[config.mk]
export PLATFORM = sky130hd
export DESIGN_NAME = overwriting_ring_queue
export DESIGN_NICKNAME = d
export VERILOG_FILES = /design/src/ovrq_pkg.sv /design/src/overwriting_ring_queue.sv /design/src/ovrq_ram.sv /design/src/ovrq_front.sv /design/src/ovrq_back.sv
export SDC_FILE = /design/constraint.sdc
export NUM_CORES = 1
export LEC_CHECK = 0
export BUFFER_PORTS_ARGS = -buffer_cell sky130_fd_sc_hd__buf_2
export CAP_MARGIN = 0
export CORE_ASPECT_RATIO = 1.1
export CORE_MARGIN = 2
export CORE_UTILIZATION = 48
export CTS_BUF_LIST = sky130_fd_sc_hd__clkbuf_2
export DETAILED_ROUTE_END_ITERATION = 10
export GPL_ROUTABILITY_DRIVEN = 1
export HOLD_SLACK_MARGIN = 0.15
export PLACE_DENSITY = 0.63
export REMOVE_ABC_BUFFERS = 1
export SETUP_SLACK_MARGIN = 0.2
export SYNTH_ARGS = -nofsm -noshare
export SYNTH_HDL_FRONTEND = slang
export SYNTH_HIERARCHICAL = 1
export SYNTH_SLANG_ARGS = --single-unit
export TNS_END_PERCENT = 1
[constraint.sdc]
create_clock -name aclk -period 5.5 [get_ports aclk]
set_clock_uncertainty 0.15 [all_clocks]
set_input_delay 1.1 -clock aclk [delete_from_list [all_inputs] [get_ports aclk]]
set_output_delay 1.1 -clock aclk [all_outputs]
set_load 0.02 [all_outputs]
[src/ovrq_pkg.sv]
`default_nettype none

package ovrq_pkg;

    // build defaults
    localparam int DEPTH_DEF = 16;

    // field widths
    localparam int DATA_W  = 32;
    localparam int FUNC_W  = 2;
    localparam int KIND_W  = 3;
    localparam int CFG_W   = 5;   // bits of slot_count taken from a write

    // config port
    localparam int PADDR_W = 3;
    localparam int PDATA_W = 32;
    localparam logic [PADDR_W-3:0] REG_SLOT_COUNT = '0;

    localparam logic [DATA_W-1:0] EMPTY_MARK = '1;

    typedef enum logic [FUNC_W-1:0] {
        OP_ADD    = 2'd0,
        OP_REMOVE = 2'd1,
        OP_LIST   = 2'd2,
        OP_PRINT  = 2'd3
    } op_t;

    typedef enum logic [KIND_W-1:0] {
        K_REMOVED    = 3'd0,
        K_REM_EMPTY  = 3'd1,
        K_LIST_ENTRY = 3'd2,
        K_LIST_EMPTY = 3'd3,
        K_SLOT_OCC   = 3'd4,
        K_SLOT_VAC   = 3'd5
    } kind_t;

    // one decoded command between front and back
    typedef struct packed {
        op_t                      op;
        logic signed [DATA_W-1:0] value;
    } cmd_t;

endpackage

`default_nettype wire

[src/overwriting_ring_queue.sv]
`default_nettype none

// Channel   Dir  Fields (low bit up)                   Transfer when
// s_        in   tuser: func[1:0]; tdata: value_in     s_tvalid & s_tready
// m_        out  tuser: kind[2:0]; tdata: value_out;   m_tvalid & m_tready
//                tlast: last
// APB       in   slot_count at byte address 0          psel & penable & pwrite
//
// Sequencing: add is done in the back sequencer's idle state; remove goes via
// ST_EMIT and the empty notices via ST_NOTE, waiting while a held m_ side keeps
// the output register full; list and print take one slot memory read per result.
// A two-entry command queue sits in front, so input is taken while the back works.
// Reset: queue empty, slot_count = DEPTH, slot words read as -1 (per-slot valid
// bits, no clearing pass). A slot_count write also empties the queue.
// Stalls: a held m_ side stops the sequencer at its output register only.
module overwriting_ring_queue #(
    parameter int DEPTH = ovrq_pkg::DEPTH_DEF
) (
    input  wire logic                         aclk,
    input  wire logic                         aresetn,
    // command stream
    input  wire logic                         s_tvalid,
    output logic                              s_tready,
    input  wire logic [ovrq_pkg::DATA_W-1:0]  s_tdata,   // value_in
    input  wire logic [ovrq_pkg::FUNC_W-1:0]  s_tuser,   // func
    // result stream
    output logic                              m_tvalid,
    input  wire logic                         m_tready,
    output logic [ovrq_pkg::DATA_W-1:0]       m_tdata,   // value_out
    output logic [ovrq_pkg::KIND_W-1:0]       m_tuser,   // kind
    output logic                              m_tlast,
    // configuration
    input  wire logic                         psel,
    input  wire logic                         penable,
    input  wire logic                         pwrite,
    input  wire logic [ovrq_pkg::PADDR_W-1:0] paddr,
    input  wire logic [ovrq_pkg::PDATA_W-1:0] pwdata,
    output logic [ovrq_pkg::PDATA_W-1:0]      prdata,
    output logic                              pready
);

    localparam int SC_W = ($clog2(DEPTH+1) > ovrq_pkg::CFG_W) ?
                          $clog2(DEPTH+1) : ovrq_pkg::CFG_W;

    logic [SC_W-1:0]            slot_count_reg, slot_count_next;
    logic [ovrq_pkg::CFG_W-1:0] wr_val;
    logic                       sel_sc;
    logic                       cfg_we;
    logic                       cmd_valid, cmd_ready;
    ovrq_pkg::cmd_t             cmd;
    ovrq_pkg::kind_t            out_kind;
    logic signed [ovrq_pkg::DATA_W-1:0] out_value;

    assign pready = 1'b1;
    assign sel_sc = (paddr[ovrq_pkg::PADDR_W-1:2] == ovrq_pkg::REG_SLOT_COUNT);
    assign cfg_we = psel && penable && pwrite && pready && sel_sc;
    assign prdata = sel_sc ? ovrq_pkg::PDATA_W'(slot_count_reg) : '0;
    assign wr_val = pwdata[ovrq_pkg::CFG_W-1:0];

    // clamp the written count to 2..DEPTH
    always_comb begin
        slot_count_next = slot_count_reg;
        if (cfg_we) begin
            if (wr_val < ovrq_pkg::CFG_W'(2)) begin
                slot_count_next = SC_W'(2);
            end else if (int'(wr_val) > DEPTH) begin
                slot_count_next = SC_W'(DEPTH);
            end else begin
                slot_count_next = SC_W'(wr_val);
            end
        end
    end

    always_ff @(posedge aclk) begin
        if (!aresetn) begin
            slot_count_reg <= SC_W'(DEPTH);
        end else begin
            slot_count_reg <= slot_count_next;
        end
    end

    ovrq_front u_front (
        .clk       (aclk),
        .rstn      (aresetn),
        .s_tvalid  (s_tvalid),
        .s_tready  (s_tready),
        .s_tdata   (s_tdata),
        .s_tuser   (s_tuser),
        .cmd_valid (cmd_valid),
        .cmd_ready (cmd_ready),
        .cmd       (cmd)
    );

    ovrq_back #(
        .DEPTH (DEPTH)
    ) u_back (
        .clk        (aclk),
        .rstn       (aresetn),
        .clear      (cfg_we),
        .slot_count (slot_count_reg),
        .cmd_valid  (cmd_valid),
        .cmd_ready  (cmd_ready),
        .cmd        (cmd),
        .m_valid    (m_tvalid),
        .m_ready    (m_tready),
        .m_kind     (out_kind),
        .m_value    (out_value),
        .m_last     (m_tlast)
    );

    assign m_tuser = out_kind;
    assign m_tdata = out_value;

endmodule

`default_nettype wire

[src/ovrq_ram.sv]
`default_nettype none

module ovrq_ram #(
    parameter int WIDTH = 32,
    parameter int DEPTH = 16
) (
    input  wire logic                     clk,
    input  wire logic                     we,
    input  wire logic [$clog2(DEPTH)-1:0] waddr,
    input  wire logic [WIDTH-1:0]         wdata,
    input  wire logic                     re,
    input  wire logic [$clog2(DEPTH)-1:0] raddr,
    output logic      [WIDTH-1:0]         rdata
);

    logic [WIDTH-1:0] mem_reg [DEPTH];

    always_ff @(posedge clk) begin
        if (we) begin
            mem_reg[waddr] <= wdata;
        end
        if (re) begin
            rdata <= mem_reg[raddr];
        end
    end

endmodule

`default_nettype wire

[src/ovrq_front.sv]
`default_nettype none

// Accepts commands, decodes func and parks them in a two-entry queue.
module ovrq_front (
    input  wire logic                        clk,
    input  wire logic                        rstn,
    input  wire logic                        s_tvalid,
    output logic                             s_tready,
    input  wire logic [ovrq_pkg::DATA_W-1:0] s_tdata,
    input  wire logic [ovrq_pkg::FUNC_W-1:0] s_tuser,
    output logic                             cmd_valid,
    input  wire logic                        cmd_ready,
    output ovrq_pkg::cmd_t                   cmd
);

    localparam int QD   = 2;
    localparam int QA_W = $clog2(QD);
    localparam int QC_W = $clog2(QD + 1);

    ovrq_pkg::cmd_t    q_reg [QD];
    logic [QA_W-1:0]   wr_reg, wr_next;
    logic [QA_W-1:0]   rd_reg, rd_next;
    logic [QC_W-1:0]   cnt_reg, cnt_next;
    logic              push, pop;
    ovrq_pkg::cmd_t    in_cmd;

    assign s_tready  = (cnt_reg != QC_W'(QD));
    assign cmd_valid = (cnt_reg != '0);
    assign cmd       = q_reg[rd_reg];
    assign push      = s_tvalid && s_tready;
    assign pop       = cmd_valid && cmd_ready;

    always_comb begin
        in_cmd.op    = ovrq_pkg::op_t'(s_tuser);
        in_cmd.value = s_tdata;
    end

    always_comb begin
        wr_next  = wr_reg;
        rd_next  = rd_reg;
        cnt_next = cnt_reg;
        if (push) begin
            wr_next = (wr_reg == QA_W'(QD - 1)) ? '0 : wr_reg + QA_W'(1);
        end
        if (pop) begin
            rd_next = (rd_reg == QA_W'(QD - 1)) ? '0 : rd_reg + QA_W'(1);
        end
        if (push && !pop) begin
            cnt_next = cnt_reg + QC_W'(1);
        end else if (pop && !push) begin
            cnt_next = cnt_reg - QC_W'(1);
        end
    end

    always_ff @(posedge clk) begin
        if (!rstn) begin
            wr_reg  <= '0;
            rd_reg  <= '0;
            cnt_reg <= '0;
        end else begin
            wr_reg  <= wr_next;
            rd_reg  <= rd_next;
            cnt_reg <= cnt_next;
        end
    end

    always_ff @(posedge clk) begin
        if (push) begin
            q_reg[wr_reg] <= in_cmd;
        end
    end

endmodule

`default_nettype wire

[src/ovrq_back.sv]
`default_nettype none

// Ring state, slot memory and the sequencer that runs one command at a time.
module ovrq_back #(
    parameter int DEPTH = ovrq_pkg::DEPTH_DEF
) (
    input  wire logic                                 clk,
    input  wire logic                                 rstn,
    input  wire logic                                 clear,
    input  wire logic [$clog2(DEPTH+1) > ovrq_pkg::CFG_W ?
                       $clog2(DEPTH+1)-1 : ovrq_pkg::CFG_W-1:0] slot_count,
    input  wire logic                                 cmd_valid,
    output logic                                      cmd_ready,
    input  wire ovrq_pkg::cmd_t                       cmd,
    output logic                                      m_valid,
    input  wire logic                                 m_ready,
    output ovrq_pkg::kind_t                           m_kind,
    output logic signed [ovrq_pkg::DATA_W-1:0]        m_value,
    output logic                                      m_last
);

    localparam int PTR_W = $clog2(DEPTH);
    localparam int SC_W  = ($clog2(DEPTH+1) > ovrq_pkg::CFG_W) ?
                           $clog2(DEPTH+1) : ovrq_pkg::CFG_W;
    localparam int D_W   = SC_W + 1;
    localparam int DW    = ovrq_pkg::DATA_W;

    typedef enum logic [3:0] {
        ST_IDLE = 4'b0001,
        ST_RD   = 4'b0010,
        ST_EMIT = 4'b0100,
        ST_NOTE = 4'b1000
    } state_t;

    state_t              state_reg, state_next;
    logic [PTR_W-1:0]    head_reg, head_next;
    logic [PTR_W-1:0]    tail_reg, tail_next;
    logic [SC_W-1:0]     fill_reg, fill_next;
    logic [DEPTH-1:0]    valid_reg, valid_next;
    ovrq_pkg::op_t       op_reg, op_next;
    logic [PTR_W-1:0]    idx_reg, idx_next;
    logic [SC_W-1:0]     cnt_reg, cnt_next;
    ovrq_pkg::kind_t     kind_reg, kind_next;
    logic                last_reg, last_next;
    logic                rdv_reg, rdv_next;

    logic                m_valid_reg, m_valid_next;
    ovrq_pkg::kind_t     m_kind_reg, m_kind_next;
    logic [DW-1:0]       m_value_reg, m_value_next;
    logic                m_last_reg, m_last_next;

    logic                ram_we, ram_re;
    logic [PTR_W-1:0]    ram_raddr;
    logic [DW-1:0]       ram_q;
    logic [PTR_W-1:0]    head_e, tail_e;
    logic [DW-1:0]       rd_word;
    logic [D_W-1:0]      gap;
    logic                occ;
    logic                out_free;

    function automatic logic [PTR_W-1:0] nxt(input logic [PTR_W-1:0] p,
                                             input logic [SC_W-1:0] sc);
        logic [SC_W-1:0] pp;
        begin
            pp = SC_W'(p) + SC_W'(1);
            nxt = (pp == sc) ? '0 : PTR_W'(pp);
        end
    endfunction

    // an empty queue restarts at slot 0 on add
    assign head_e   = (fill_reg == '0) ? '0 : head_reg;
    assign tail_e   = (fill_reg == '0) ? '0 : tail_reg;
    assign rd_word  = rdv_reg ? ram_q : ovrq_pkg::EMPTY_MARK;
    assign out_free = !m_valid_reg || m_ready;

    // print: distance of idx behind head, modulo slot_count
    always_comb begin
        gap = D_W'(idx_reg) + D_W'(slot_count) - D_W'(head_reg);
        if (gap >= D_W'(slot_count)) begin
            gap = gap - D_W'(slot_count);
        end
        occ = (fill_reg != '0) && (gap < D_W'(fill_reg));
    end

    ovrq_ram #(
        .WIDTH (DW),
        .DEPTH (DEPTH)
    ) u_slots (
        .clk   (clk),
        .we    (ram_we),
        .waddr (tail_e),
        .wdata (cmd.value),
        .re    (ram_re),
        .raddr (ram_raddr),
        .rdata (ram_q)
    );

    always_comb begin
        state_next   = state_reg;
        head_next    = head_reg;
        tail_next    = tail_reg;
        fill_next    = fill_reg;
        valid_next   = valid_reg;
        op_next      = op_reg;
        idx_next     = idx_reg;
        cnt_next     = cnt_reg;
        kind_next    = kind_reg;
        last_next    = last_reg;
        rdv_next     = rdv_reg;
        m_valid_next = m_valid_reg && !m_ready;
        m_kind_next  = m_kind_reg;
        m_value_next = m_value_reg;
        m_last_next  = m_last_reg;
        ram_we       = 1'b0;
        ram_re       = 1'b0;
        ram_raddr    = idx_reg;
        cmd_ready    = 1'b0;

        if (clear) begin
            valid_next = '0;
            head_next  = '0;
            tail_next  = '0;
            fill_next  = '0;
        end else begin
            case (state_reg)
                ST_IDLE: begin
                    cmd_ready = 1'b1;
                    if (cmd_valid) begin
                        op_next = cmd.op;
                        case (cmd.op)
                            ovrq_pkg::OP_ADD: begin
                                ram_we             = 1'b1;
                                valid_next[tail_e] = 1'b1;
                                tail_next          = nxt(tail_e, slot_count);
                                if (nxt(tail_e, slot_count) == head_e) begin
                                    // full: head moves past the oldest entry, which is dropped
                                    head_next = nxt(head_e, slot_count);
                                end else begin
                                    head_next = head_e;
                                    fill_next = fill_reg + SC_W'(1);
                                end
                            end
                            ovrq_pkg::OP_REMOVE: begin
                                if (fill_reg == '0) begin
                                    kind_next  = ovrq_pkg::K_REM_EMPTY;
                                    state_next = ST_NOTE;
                                end else begin
                                    ram_re               = 1'b1;
                                    ram_raddr            = head_reg;
                                    rdv_next             = valid_reg[head_reg];
                                    valid_next[head_reg] = 1'b0;
                                    head_next            = nxt(head_reg, slot_count);
                                    fill_next            = fill_reg - SC_W'(1);
                                    kind_next            = ovrq_pkg::K_REMOVED;
                                    last_next            = 1'b1;
                                    state_next           = ST_EMIT;
                                end
                            end
                            ovrq_pkg::OP_LIST: begin
                                if (fill_reg == '0) begin
                                    kind_next  = ovrq_pkg::K_LIST_EMPTY;
                                    state_next = ST_NOTE;
                                end else begin
                                    idx_next   = head_reg;
                                    cnt_next   = fill_reg;
                                    state_next = ST_RD;
                                end
                            end
                            default: begin
                                idx_next   = '0;
                                cnt_next   = slot_count;
                                state_next = ST_RD;
                            end
                        endcase
                    end
                end
                ST_RD: begin
                    ram_re   = 1'b1;
                    rdv_next = valid_reg[idx_reg];
                    if (op_reg == ovrq_pkg::OP_LIST) begin
                        kind_next = ovrq_pkg::K_LIST_ENTRY;
                    end else if (occ) begin
                        kind_next = ovrq_pkg::K_SLOT_OCC;
                    end else begin
                        kind_next = ovrq_pkg::K_SLOT_VAC;
                    end
                    last_next  = (cnt_reg == SC_W'(1));
                    idx_next   = nxt(idx_reg, slot_count);
                    cnt_next   = cnt_reg - SC_W'(1);
                    state_next = ST_EMIT;
                end
                ST_EMIT: begin
                    if (kind_reg == ovrq_pkg::K_REMOVED &&
                        rd_word == ovrq_pkg::EMPTY_MARK) begin
                        // dequeued the empty mark: silent
                        state_next = ST_IDLE;
                    end else if (out_free) begin
                        m_valid_next = 1'b1;
                        m_kind_next  = kind_reg;
                        m_value_next = (kind_reg == ovrq_pkg::K_SLOT_VAC) ? '0 : rd_word;
                        m_last_next  = last_reg;
                        state_next   = last_reg ? ST_IDLE : ST_RD;
                    end
                end
                ST_NOTE: begin
                    if (out_free) begin
                        m_valid_next = 1'b1;
                        m_kind_next  = kind_reg;
                        m_value_next = '0;
                        m_last_next  = 1'b1;
                        state_next   = ST_IDLE;
                    end
                end
                default: begin
                    state_next = ST_IDLE;
                end
            endcase
        end
    end

    always_ff @(posedge clk) begin
        if (!rstn) begin
            state_reg   <= ST_IDLE;
            head_reg    <= '0;
            tail_reg    <= '0;
            fill_reg    <= '0;
            valid_reg   <= '0;
            m_valid_reg <= 1'b0;
        end else begin
            state_reg   <= state_next;
            head_reg    <= head_next;
            tail_reg    <= tail_next;
            fill_reg    <= fill_next;
            valid_reg   <= valid_next;
            m_valid_reg <= m_valid_next;
        end
    end

    always_ff @(posedge clk) begin
        op_reg      <= op_next;
        idx_reg     <= idx_next;
        cnt_reg     <= cnt_next;
        kind_reg    <= kind_next;
        last_reg    <= last_next;
        rdv_reg     <= rdv_next;
        m_kind_reg  <= m_kind_next;
        m_value_reg <= m_value_next;
        m_last_reg  <= m_last_next;
    end

    assign m_valid = m_valid_reg;
    assign m_kind  = m_kind_reg;
    assign m_value = m_value_reg;
    assign m_last  = m_last_reg;

endmodule

`default_nettype wire
# Word level (Yosys, flattened, before mapping)
# Memory sizes are Yosys's and may differ from the RTL's. A register that Yosys moved wholly into a read port is not among the register bits.
# Index checks and enable logic that the tools add are counted.
# totals
register_bits	95
in_bits	76
mem_count	2
mem_bits_rw	580
elab_cells	219
# op_classes
n_eq_ne	30
order_cmp	9
reduce_logical	39
muxes	100
add_sub_neg	14
n_bitwise	6
# memory_table
name	words	width	rd	rd_clocked_by_memory_dff	write_ports	line	source
u_back.u_slots.mem_reg	16	32	1	1	1	ovrq_ram.sv:16	logic [WIDTH-1:0] mem_reg [DEPTH];
u_front.q_reg	2	34	1	1	1	ovrq_front.sv:20	ovrq_pkg::cmd_t q_reg [QD];
# ops
operator	n
two-way mux 32 bit	5
two-way mux 4 bit	20
one-hot mux 32 bit (2 select lines)	1
two-way mux 1 bit	36
two-way mux 5 bit	7
equality test 32 bit, second input constant	1
one-hot mux 16 bit (2 select lines)	1
one-hot mux 5 bit (2 select lines)	3
AND reduction 5 bit	6
one-hot mux 4 bit (2 select lines)	3
adder 4 x 1 -> 5 bit, second input constant	4
equality test 5 bit	4
inequality test 2 bit, second input constant	9
one-hot mux 3 bit (2 select lines)	3
AND 16 bit	1
two-way mux 16 bit	1
NOT 16 bit	1
bitwise OR 16 bit	1
one-hot mux 4 bit (4 select lines)	1
< comparator 4 x 5 -> 1 bit, second input constant	3
two-way mux 3 bit	5
logical AND 1 bit	12
one-hot mux 4 bit (3 select lines)	1
one-hot mux 1 bit (2 select lines)	5
41 further kinds	64

# Depth between registers and ports, before layout
# Gate-level depths: netlist of the first run.
# depth
ltp_word	9
ltp_mapped	26

# By module
# The synthesis of the first run kept the hierarchy.
# modules_own_cells
mod	n_inst	area_per_inst_um2	cells_each
ovrq_ram	1	20155.6	838
ovrq_back	1	5989.5	653
ovrq_front	1	2692.6	130
overwriting_ring_queue	1	510.5	59

# Worst setup path before layout of the first run
# Ideal clock, no wire load.
# synth_timing
path_kind	input port to flip-flop
from	input pwrite
to	memory u_back.u_slots.mem_reg[0][0], enable pin
t_arrival_ns	4.659
required_ns	4.889
slack_ns	0.230
path_stages	6
setup_ns	0.461
path_cell_list	and4b_1 buf_6 clkbuf_1 nor3_1 or3b_2 nor3_1
# synth_between
elab_chain_cells	5
# synth_rtl
element	line	source
start, declared	overwriting_ring_queue.sv:35	input wire logic pwrite,
logical AND 1 bit (2 in series)	overwriting_ring_queue.sv:56	assign cfg_we = psel && penable && pwrite && pready && sel_sc;
via cfg_we	overwriting_ring_queue.sv:48	logic cfg_we;
two-way mux 1 bit	ovrq_back.sv:119	if (clear) begin
via u_back.ram_we	ovrq_back.sv:52	logic ram_we, ram_re;
two-way mux 1 bit	ovrq_ram.sv:19	if (we) begin
two-way mux 1 bit (implied by the code)	ovrq_ram.sv:20	mem_reg[waddr] <= wdata;
end, declared	ovrq_ram.sv:16	
# The timed path passes the listed nets, and every way through them passes these cells.

# Worst setup path after layout of the first run
# layout_timing
from	register u_back.idx_reg[1]
to	register u_back.kind_reg[0], data pin
# layout_between
elab_chain_cells	9
word_cells_on_any_way	10
cone_classes	add/sub: 3; order compare: 2; mux: 4; reduce/logical: 1
# layout_rtl
element	line	source
start, declared	ovrq_back.sv:41	logic [PTR_W-1:0] idx_reg, idx_next;
start signal, assigned	ovrq_back.sv:241	idx_reg <= idx_next;
adder 4 x 5 -> 6 bit (*)	ovrq_back.sv:78	gap = D_W'(idx_reg) + D_W'(slot_count) - D_W'(head_reg);
subtractor 6 x 4 -> 6 bit (*)	ovrq_back.sv:78	
subtractor 6 x 5 -> 6 bit / greater-or-equal comparator 6 x 5 -> 1 bit (equally long branches)	ovrq_back.sv:80, ovrq_back.sv:79	
two-way mux 6 bit (*)	ovrq_back.sv:79	if (gap >= D_W'(slot_count)) begin
< comparator 6 x 5 -> 1 bit (*)	ovrq_back.sv:82	occ = (fill_reg != '0) && (gap < D_W'(fill_reg));
logical AND 1 bit (*)	ovrq_back.sv:82	
two-way mux 1 bit (*)	ovrq_back.sv:182	end else if (occ) begin
two-way mux 3 bit (*)	ovrq_back.sv:180	if (op_reg == ovrq_pkg::OP_LIST) begin
one-hot mux 3 bit (2 select lines) (*)	ovrq_back.sv:125	case (state_reg)
end signal, assigned	ovrq_back.sv:243	kind_reg <= kind_next;
end, declared	ovrq_back.sv:43	ovrq_pkg::kind_t kind_reg, kind_next;
# Mark *: on every way between the ends. The rest lies on a longest branch, timed or not.
# A chain may end at the register's enable or synchronous reset.

==> run_results.csv, run 1 <==
group,metric,value,unit
worst_hold_path,hp-start,"u_back/valid_reg[0]",
logic_synthesis,netlist_area,29350,um^2
routing,dr.pass1.iters,5,
critical_path,crit_arrival,5790,ps
final_layout,drive_gt1_share,30.63,%
logic_synthesis,synthArstFlopShare,0,%
sta,drv_slew,0,
logic_synthesis,synth_ff_type,"edfxtp_1",
pwr,vdd_drop_max,240.1,uV
pwr,power_density,426.0,nW/um^2
final_layout,finish.instance_area,33020,um^2
pwr,p_int,0.009454,W
routing,drc,0,
critical_path,worst-setup-path-type,"reg -> reg",
sta,tightest_slew,1231,ps
routing,vias,16360,
critical_path,worstSetupEndpointType,"flip-flop",
sta,max_freq,204.9,MHz
final_layout,largest_register_ffs,512,
die,pin_count,147,
sta,setup_viol,0,
place,gp_congestion,0.8278,
critical_path,path_cells,"inv_1, fa_1, inv_1, ha_1, a21o_1, a21oi_1, xnor2_1, ha_1, o21ai_0, nand2b_1, a211o_1, inv_1, nand2_1, nor2_1, a21oi_1, ha_1, or4_1, nor3_1, mux2i_1, nand2_1, nand4_1",
logic_synthesis,yosysTopAreaCell,"edfxtp_1",
critical_path,max_stage_delay,550,ps
routing,totalWireLength,68530,um
place,port_buffers,89,
clocking,cts_max_level,4,
routing,antenna_left,0,
critical_path,rr_worst_depth,21,
logic_synthesis,yosys_warnings,6,
sta,rsz0062_at_grt,"no",
sta,finalCritPeriodShare,88.76,%
pwr,p_leak,11.38,nW
critical_path,cp_top_family,"adder cells",
final_layout,layout_commonest_cell,"edfxtp_1",
job,maxCapViolations,0,
die,core,60740,um^2
final_layout,finalNetCount,2081,
final_layout,fillerInstances,4900,
sta,hold_viol_final,0,
logic_synthesis,syn_inst,1680,
clocking,clk_pin_slew,110,ps
routing,first_iter_violations,1257,
sta,slew_headroom,17.91,%
clocking,cts_root_buf,"clkbuf_2",
final_layout,final_cell_mix,"edfxtp_1, clkbuf_2, mux4_2, buf_2, nand2_1",
critical_path,r2r_setup_slack,620,ps
global_routing,grt_usage,22.31,%
die,die_x,239.8,um
pwr,switchingPower,0.004614,W
pwr,sw_frac_of_total,32.80,%
critical_path,path_buf_inv,3,
global_routing,grt_pass1_wl,101500,um
critical_path,critical_path_required,6410,ps
logic_synthesis,syn_avg_cell_area,17.47,um^2
sta,finalCriticalPeriod,4882,ps
clocking,clk_latency,1330,ps
routing,post_drt_wl_per_cell,23.55,um
logic_synthesis,seq_area_frac_synth,70.94,%
logic_synthesis,synth-edff-count,664,
place,post-dp-hpwl,39670,um
routing,routed_via_density,5.623,
sta,hold-worst-slack,345.0,ps
die,rows,95,
sta,layout_setup_ws,618.5,ps
logic_synthesis,yosys-top-cells-area,"edfxtp_1, mux4_2, dfxtp_1, a22oi_1, ha_1",
pwr,seqPwrFrac,48.9,%
die,dieArea,63140,um^2
logic_synthesis,ys_ff_latch,708,
clocking,cts_buffers,170,
worst_hold_path,hold_end,"u_back/valid_reg[0]",
sta,tns,0,ps
run_status,status,"completed",
die,start_util,48.32,%
critical_path,r2r-start,"u_back/idx_reg[1]",
clocking,clock-sinks,708,
place,dp_worst_setup_slack,379.4,ps
place,placed_area,31020,um^2
final_layout,register_area,20820,um^2
die,fp.dieH,263.3,um
critical_path,cp-start-kind,"flip-flop",
global_routing,antenna_found_initial,2,
pwr,combinationalPowerShare,27.7,%
critical_path,r2r-end,"u_back/kind_reg[0]",
final_layout,area_delta_synth_final,12.52,%
worst_hold_path,hold_path_class,"reg -> reg",
logic_synthesis,synth_top_area_share,67.94,%
critical_path,crit_slowest_cell,"fa_1",
global_routing,grt_pass1_vias,16720,
global_routing,overflow,0,
clocking,cts_tree,"done",
pwr,p_clk_share,23.4,%
worst_hold_path,holdPathStages,2,
clocking,cts_buffer_depth,3,
global_routing,grt_max_degree,69,
final_layout,multi_input_area,7913,um^2
critical_path,critPathMaxFanout,8,
logic_synthesis,yosys.cell_types.count,80,
## cell families (layout without fill, tap and decap cells)
kind of cell | after synthesis | in the layout | synth area share, %
and+or+nand+nor | 280 | 280 | 4.958
buffers and inverters | 189 | 566 | 3.053
other | 2 | 31 | 0.02559
xor gates and xnor gates | 41 | 41 | 1.275
adders and majority gates | 40 | 40 | 1.859
AOI/OAI and AO/OA | 234 | 234 | 5.500
DFF | 708 | 708 | 70.94
muxes | 186 | 186 | 12.39
## power by group through the flow
stage / clock network [W] / registers, W / logic (W)
floorplan: 0 / 0.00697 / 0.00327
global placement: 0 / 0.00699 / 0.00383
detailed placement: 0 / 0.00700 / 0.00387
CTS: 0.00342 / 0.00688 / 0.00392
global route: 0.00367 / 0.00691 / 0.00430
finish: 0.00329 / 0.00688 / 0.00390
## Yosys cell counts (3+ instances only)
cell / instances
nand2_1: 84
mux2i_1: 12
dfxtp_1: 44
a21oi_1: 68
nor2b_1: 9
and3_1: 5
fa_1: 6
buf_1: 14
nor4b_1: 3
o22ai_1: 5
buf_6: 3
ha_1: 34
mux4_2: 138
nor4_1: 8
o41ai_1: 5
mux2_2: 35
nand3b_1: 9
inv_1: 81
edfxtp_1: 664
buf_4: 39
nand4_1: 13
clkbuf_1: 38
nand3_1: 12
a211o_1: 3
nor2_1: 72
o31ai_1: 3
a22oi_1: 78
a31oi_1: 3
buf_2: 14
nor3_1: 18
o21ai_0: 28
a211oi_1: 5
nand2b_1: 10
or3_1: 3
nor3b_1: 6
xnor2_1: 29
and2_1: 6
and2b_2: 5
xor2_1: 10
a21o_1: 8
## cell type report
class,instances,share of cell area [%]
diodes,3,0.02273
clock buffers,248,3.759
clock inverters,42,0.7085
inverters,81,0.9207
multi-input cells,809,23.96
flip-flops and latches,708,63.06
well taps,824,3.122
repair buffers,195,4.448
## metrics by stage
step	utilization (%)	std cells	power, W
2_1_floorplan	-	1598	0.01024
5_1_grt	54.37	2910	0.01488
3_5_place_dp	51.07	2565	0.01087
6_report	54.37	2910	0.01407
4_1_cts	54.34	2906	0.01422
3_3_place_gp	51.07	2565	0.01082
## how the worst max path moves through the flow
stage                                  from                      end  slack [ps]  cells after the start
after floorplan                   flip-flop  u_back/u_slots/rdata[0]      -14380                      8
after global placement    u_back/idx_reg[1]       u_back/kind_reg[0]         340                     21
after detailed placement  u_back/idx_reg[1]       u_back/kind_reg[0]         380                     21
after CTS                 u_back/idx_reg[1]       u_back/kind_reg[0]         360                     21
after global routing      u_back/idx_reg[2]       u_back/kind_reg[0]         240                     21
final                     u_back/idx_reg[1]       u_back/kind_reg[0]         620                     21
## worst reg2reg max path: stages, from the launching register on
cell      delay (ps)
edfxtp_1         400
inv_1            120
fa_1             550
inv_1             60
ha_1             280
a21o_1           180
a21oi_1          230
xnor2_1          180
ha_1             310
o21ai_0           90
nand2b_1         110
a211o_1          350
inv_1             70
nand2_1          150
nor2_1           140
a21oi_1           70
ha_1             210
or4_1            550
nor3_1           160
mux2i_1          100
nand2_1          100
nand4_1          100
## timing repair
action,CTS,global route
hold buffers,51,0
hold endpoints to repair,89,0
buffers inserted,0,1
gates resized for setup,0,1
endpoints found under the setup margin,0,1
## layer usage
metal  up-vias  share of wire, %  global-route usage [%]
li1       7253                 -                       -
met1      8377                41                   29.13
met5         -                 0                       0
met4         0               1.8                   7.416
met2       635                50                   36.49
met3        99               7.1                   5.840
(Power assumes the default switching activity.)
==> run 2: changes to the inputs <==
--- a/config.mk
+++ b/config.mk
@@ -13,6 +13,7 @@
 export CTS_BUF_LIST = sky130_fd_sc_hd__clkbuf_2
 export DETAILED_ROUTE_END_ITERATION = 10
 export GPL_ROUTABILITY_DRIVEN = 1
+export GPL_TIMING_DRIVEN = 0
 export HOLD_SLACK_MARGIN = 0.15
 export PLACE_DENSITY = 0.63
 export REMOVE_ABC_BUFFERS = 1
==> run 2 against run 1 <==
Against the previous run:
- sequential share of layout area is 1.3 points lower
- final area is 2.3% higher
- count of clock-buffer cells in the layout is 7 higher
- utilization is 1.2 points higher
- worst hold slack worse by 37 ps
- combinational power is 5% higher
- flip-flop and latch count stayed put
- wire length hardly changed
- global-route usage hardly changed
- critical endpoint unchanged
==> run_results.csv, run 2 (synthesis results as in run 1) <==
group,metric,value,unit
die,die_x,239.8,um
pwr,sw_frac_of_total,32.51,%
routing,first_iter_violations,1349,
place,gp_congestion,0.8223,
critical_path,path_cells,"inv_1, fa_1, fa_1, inv_1, a21o_1, a21oi_1, xnor2_1, ha_1, nand4_1, a21oi_1, a211o_1, inv_1, nand2_2, nor2_1, a21oi_1, ha_1, or4_1, nor3_1, mux2i_1, nand2_1, nand4_1",
global_routing,grt_pass1_wl,102700,um
clocking,cts_root_buf,"clkbuf_2",
worst_hold_path,hold_path_class,"reg -> reg",
sta,hold_viol_final,0,
critical_path,worst-setup-path-type,"reg -> reg",
sta,max_freq,196.7,MHz
final_layout,largest_register_ffs,512,
die,pin_count,147,
final_layout,finalNetCount,2099,
sta,tightest_slew,1275,ps
critical_path,critPathLaunch,"u_back/idx_reg[1]",
pwr,switchingPower,0.004687,W
clocking,cts_buffer_depth,3,
routing,antenna_left,0,
clocking,clk_latency,1330,ps
die,rows,95,
place,dp_cells,2564,
pwr,seqPwrFrac,48.0,%
final_layout,stdcell_count,2935,
critical_path,worstSetupEndpointType,"flip-flop",
sta,drv_slew,0,
sta,layout_setup_ws,415.1,ps
pwr,p_leak,11.64,nW
pwr,p_clk_share,23.7,%
run_status,status,"completed",
critical_path,crit_end,"u_back/kind_reg[0]",
routing,post_drt_wl_per_cell,23.36,um
final_layout,final_cell_mix,"edfxtp_1, clkbuf_2, mux4_2, buf_2, nand2_1",
critical_path,cp-start-kind,"flip-flop",
final_layout,area_delta_synth_final,15.08,%
critical_path,cp_top_family,"adder cells",
place,dp_worst_setup_slack,-847.5,ps
critical_path,critPathMaxFanout,8,
clocking,cts_tree,"done",
sta,finalCriticalPeriod,5085,ps
critical_path,max_stage_delay,550,ps
sta,setup_viol,0,
clocking,cts_buffers,175,
global_routing,grt_usage,22.30,%
place,port_buffers,89,
global_routing,antenna_found_initial,1,
routing,dr.pass1.iters,7,
pwr,vdd_drop_max,231.6,uV
routing,vias,16390,
global_routing,met2_usage,36.02,%
routing,routed_via_density,5.585,
critical_path,cp.depth,21,
sta,finalCritPeriodShare,92.45,%
sta,slew_headroom,15.03,%
place,post-dp-hpwl,43280,um
die,dieArea,63140,um^2
die,fp.dieH,263.3,um
routing,drc,0,
pwr,combinationalPowerShare,28.4,%
global_routing,overflow,0,
final_layout,layout_commonest_cell,"edfxtp_1",
routing,totalWireLength,68560,um
global_routing,grt_util_met1,30.13,%
sta,rsz0062_at_grt,"yes",
critical_path,critical_path_required,6340,ps
global_routing,top_usage_layer,"met2",
critical_path,crit_slowest_cell,"or4_1",
die,start_util,48.32,%
global_routing,use_met3,5.641,%
clocking,clock-sinks,708,
global_routing,grt_pass1_vias,16940,
final_layout,final_core_util,55.60,%
pwr,power,0.01442,W
clocking,clk_pin_slew,100,ps
pwr,p_int,0.009730,W
job,maxCapViolations,0,
die,core,60740,um^2
final_layout,drive_gt1_share,31.99,%
critical_path,r2r-start,"u_back/idx_reg[1]",
pwr,power_density,426.9,nW/um^2
critical_path,rr_worst_depth,21,
critical_path,crit_arrival,5920,ps
clocking,cts_max_level,4,
critical_path,r2r-end,"u_back/kind_reg[0]",
global_routing,grt_max_degree,34,
critical_path,r2r_setup_slack,420,ps
critical_path,path_buf_inv,3,
run 2: final cells by class:
| type | count | area (um^2) |
|---|---|---|
| well taps | 824 | 1031 |
| clock buffers | 255 | 1276 |
| clock inverters | 46 | 285.3 |
| inverters | 81 | 307.8 |
| repair buffers | 208 | 2062 |
| flip-flops and latches | 708 | 20840 |
| diodes | 4 | 10.01 |
| fillers | 4789 | 26970 |
| multi-input cells | 809 | 7960 |
run 2: power by group through the flow:
| stage | Clock, W | Combinational, W | Sequential (W) |
|---|---|---|---|
| final | 0.00341 | 0.00409 | 0.00691 |
| after global placement | 0 | 0.00433 | 0.00711 |
| after global routing | 0.00382 | 0.00448 | 0.00695 |
| after CTS | 0.00355 | 0.00404 | 0.00694 |
| after floorplan | 0 | 0.00327 | 0.00697 |
| after detailed placement | 0 | 0.00397 | 0.00707 |
run 2: worst min path at each step:
stage / from / to / slack, ps / cells after the start
after CTS: s_tdata[1] / u_front/q_reg[0][1] / 150 / 2
after floorplan: u_back/valid_reg[0] / u_back/valid_reg[0] / 290 / 2
after global routing: s_tdata[12] / u_front/q_reg[1][12] / 210 / 2
after global placement: u_back/valid_reg[0] / u_back/valid_reg[0] / 310 / 2
final: u_back/kind_reg[1] / u_back/m_kind[1] / 310 / 0
after detailed placement: u_back/kind_reg[1] / u_back/m_kind[1] / 310 / 0
run 2: per-stage QoR:
| step | cell area, um^2 | TNS [ps] | hold WS, ps |
|---|---|---|---|
| 2_1_floorplan | 28850 | -460170 | 289.1 |
| 3_3_place_gp | 30330 | -2127440 | 307.9 |
| 3_5_place_dp | 31480 | -14080 | 309.4 |
| 4_1_cts | 33600 | 0 | 151.2 |
| 5_1_grt | 33770 | 0 | 207.2 |
| 6_report | 33770 | 0 | 308.4 |
run 2: per-layer routing:
layer	part of all wire (%)	wire, um
met4	1.4	930
met5	0	0
met1	42	28980
met3	6.5	4481
met2	50	34170
run 2: repair_timing:
| action | 4_1_cts | 5_1_grt |
|---|---|---|
| hold buffers | 53 | 0 |
| setup endpoints to repair | 33 | 6 |
| resized for setup | 7 | 15 |
| pin swaps | 0 | 2 |
| endpoints found under the hold margin | 96 | 0 |
| buffers inserted | 1 | 11 |
run 2: worst reg2reg max path: stages (launching register included):
cell and delay (ps):
edfxtp_1 400, inv_1 210, fa_1 500, fa_1 500, inv_1 80, a21o_1 100, a21oi_1 70, xnor2_1 270
ha_1 340, nand4_1 120, a21oi_1 50, a211o_1 310, inv_1 80, nand2_2 100, nor2_1 120, a21oi_1 60
ha_1 190, or4_1 550, nor3_1 170, mux2i_1 100, nand2_1 100, nand4_1 160
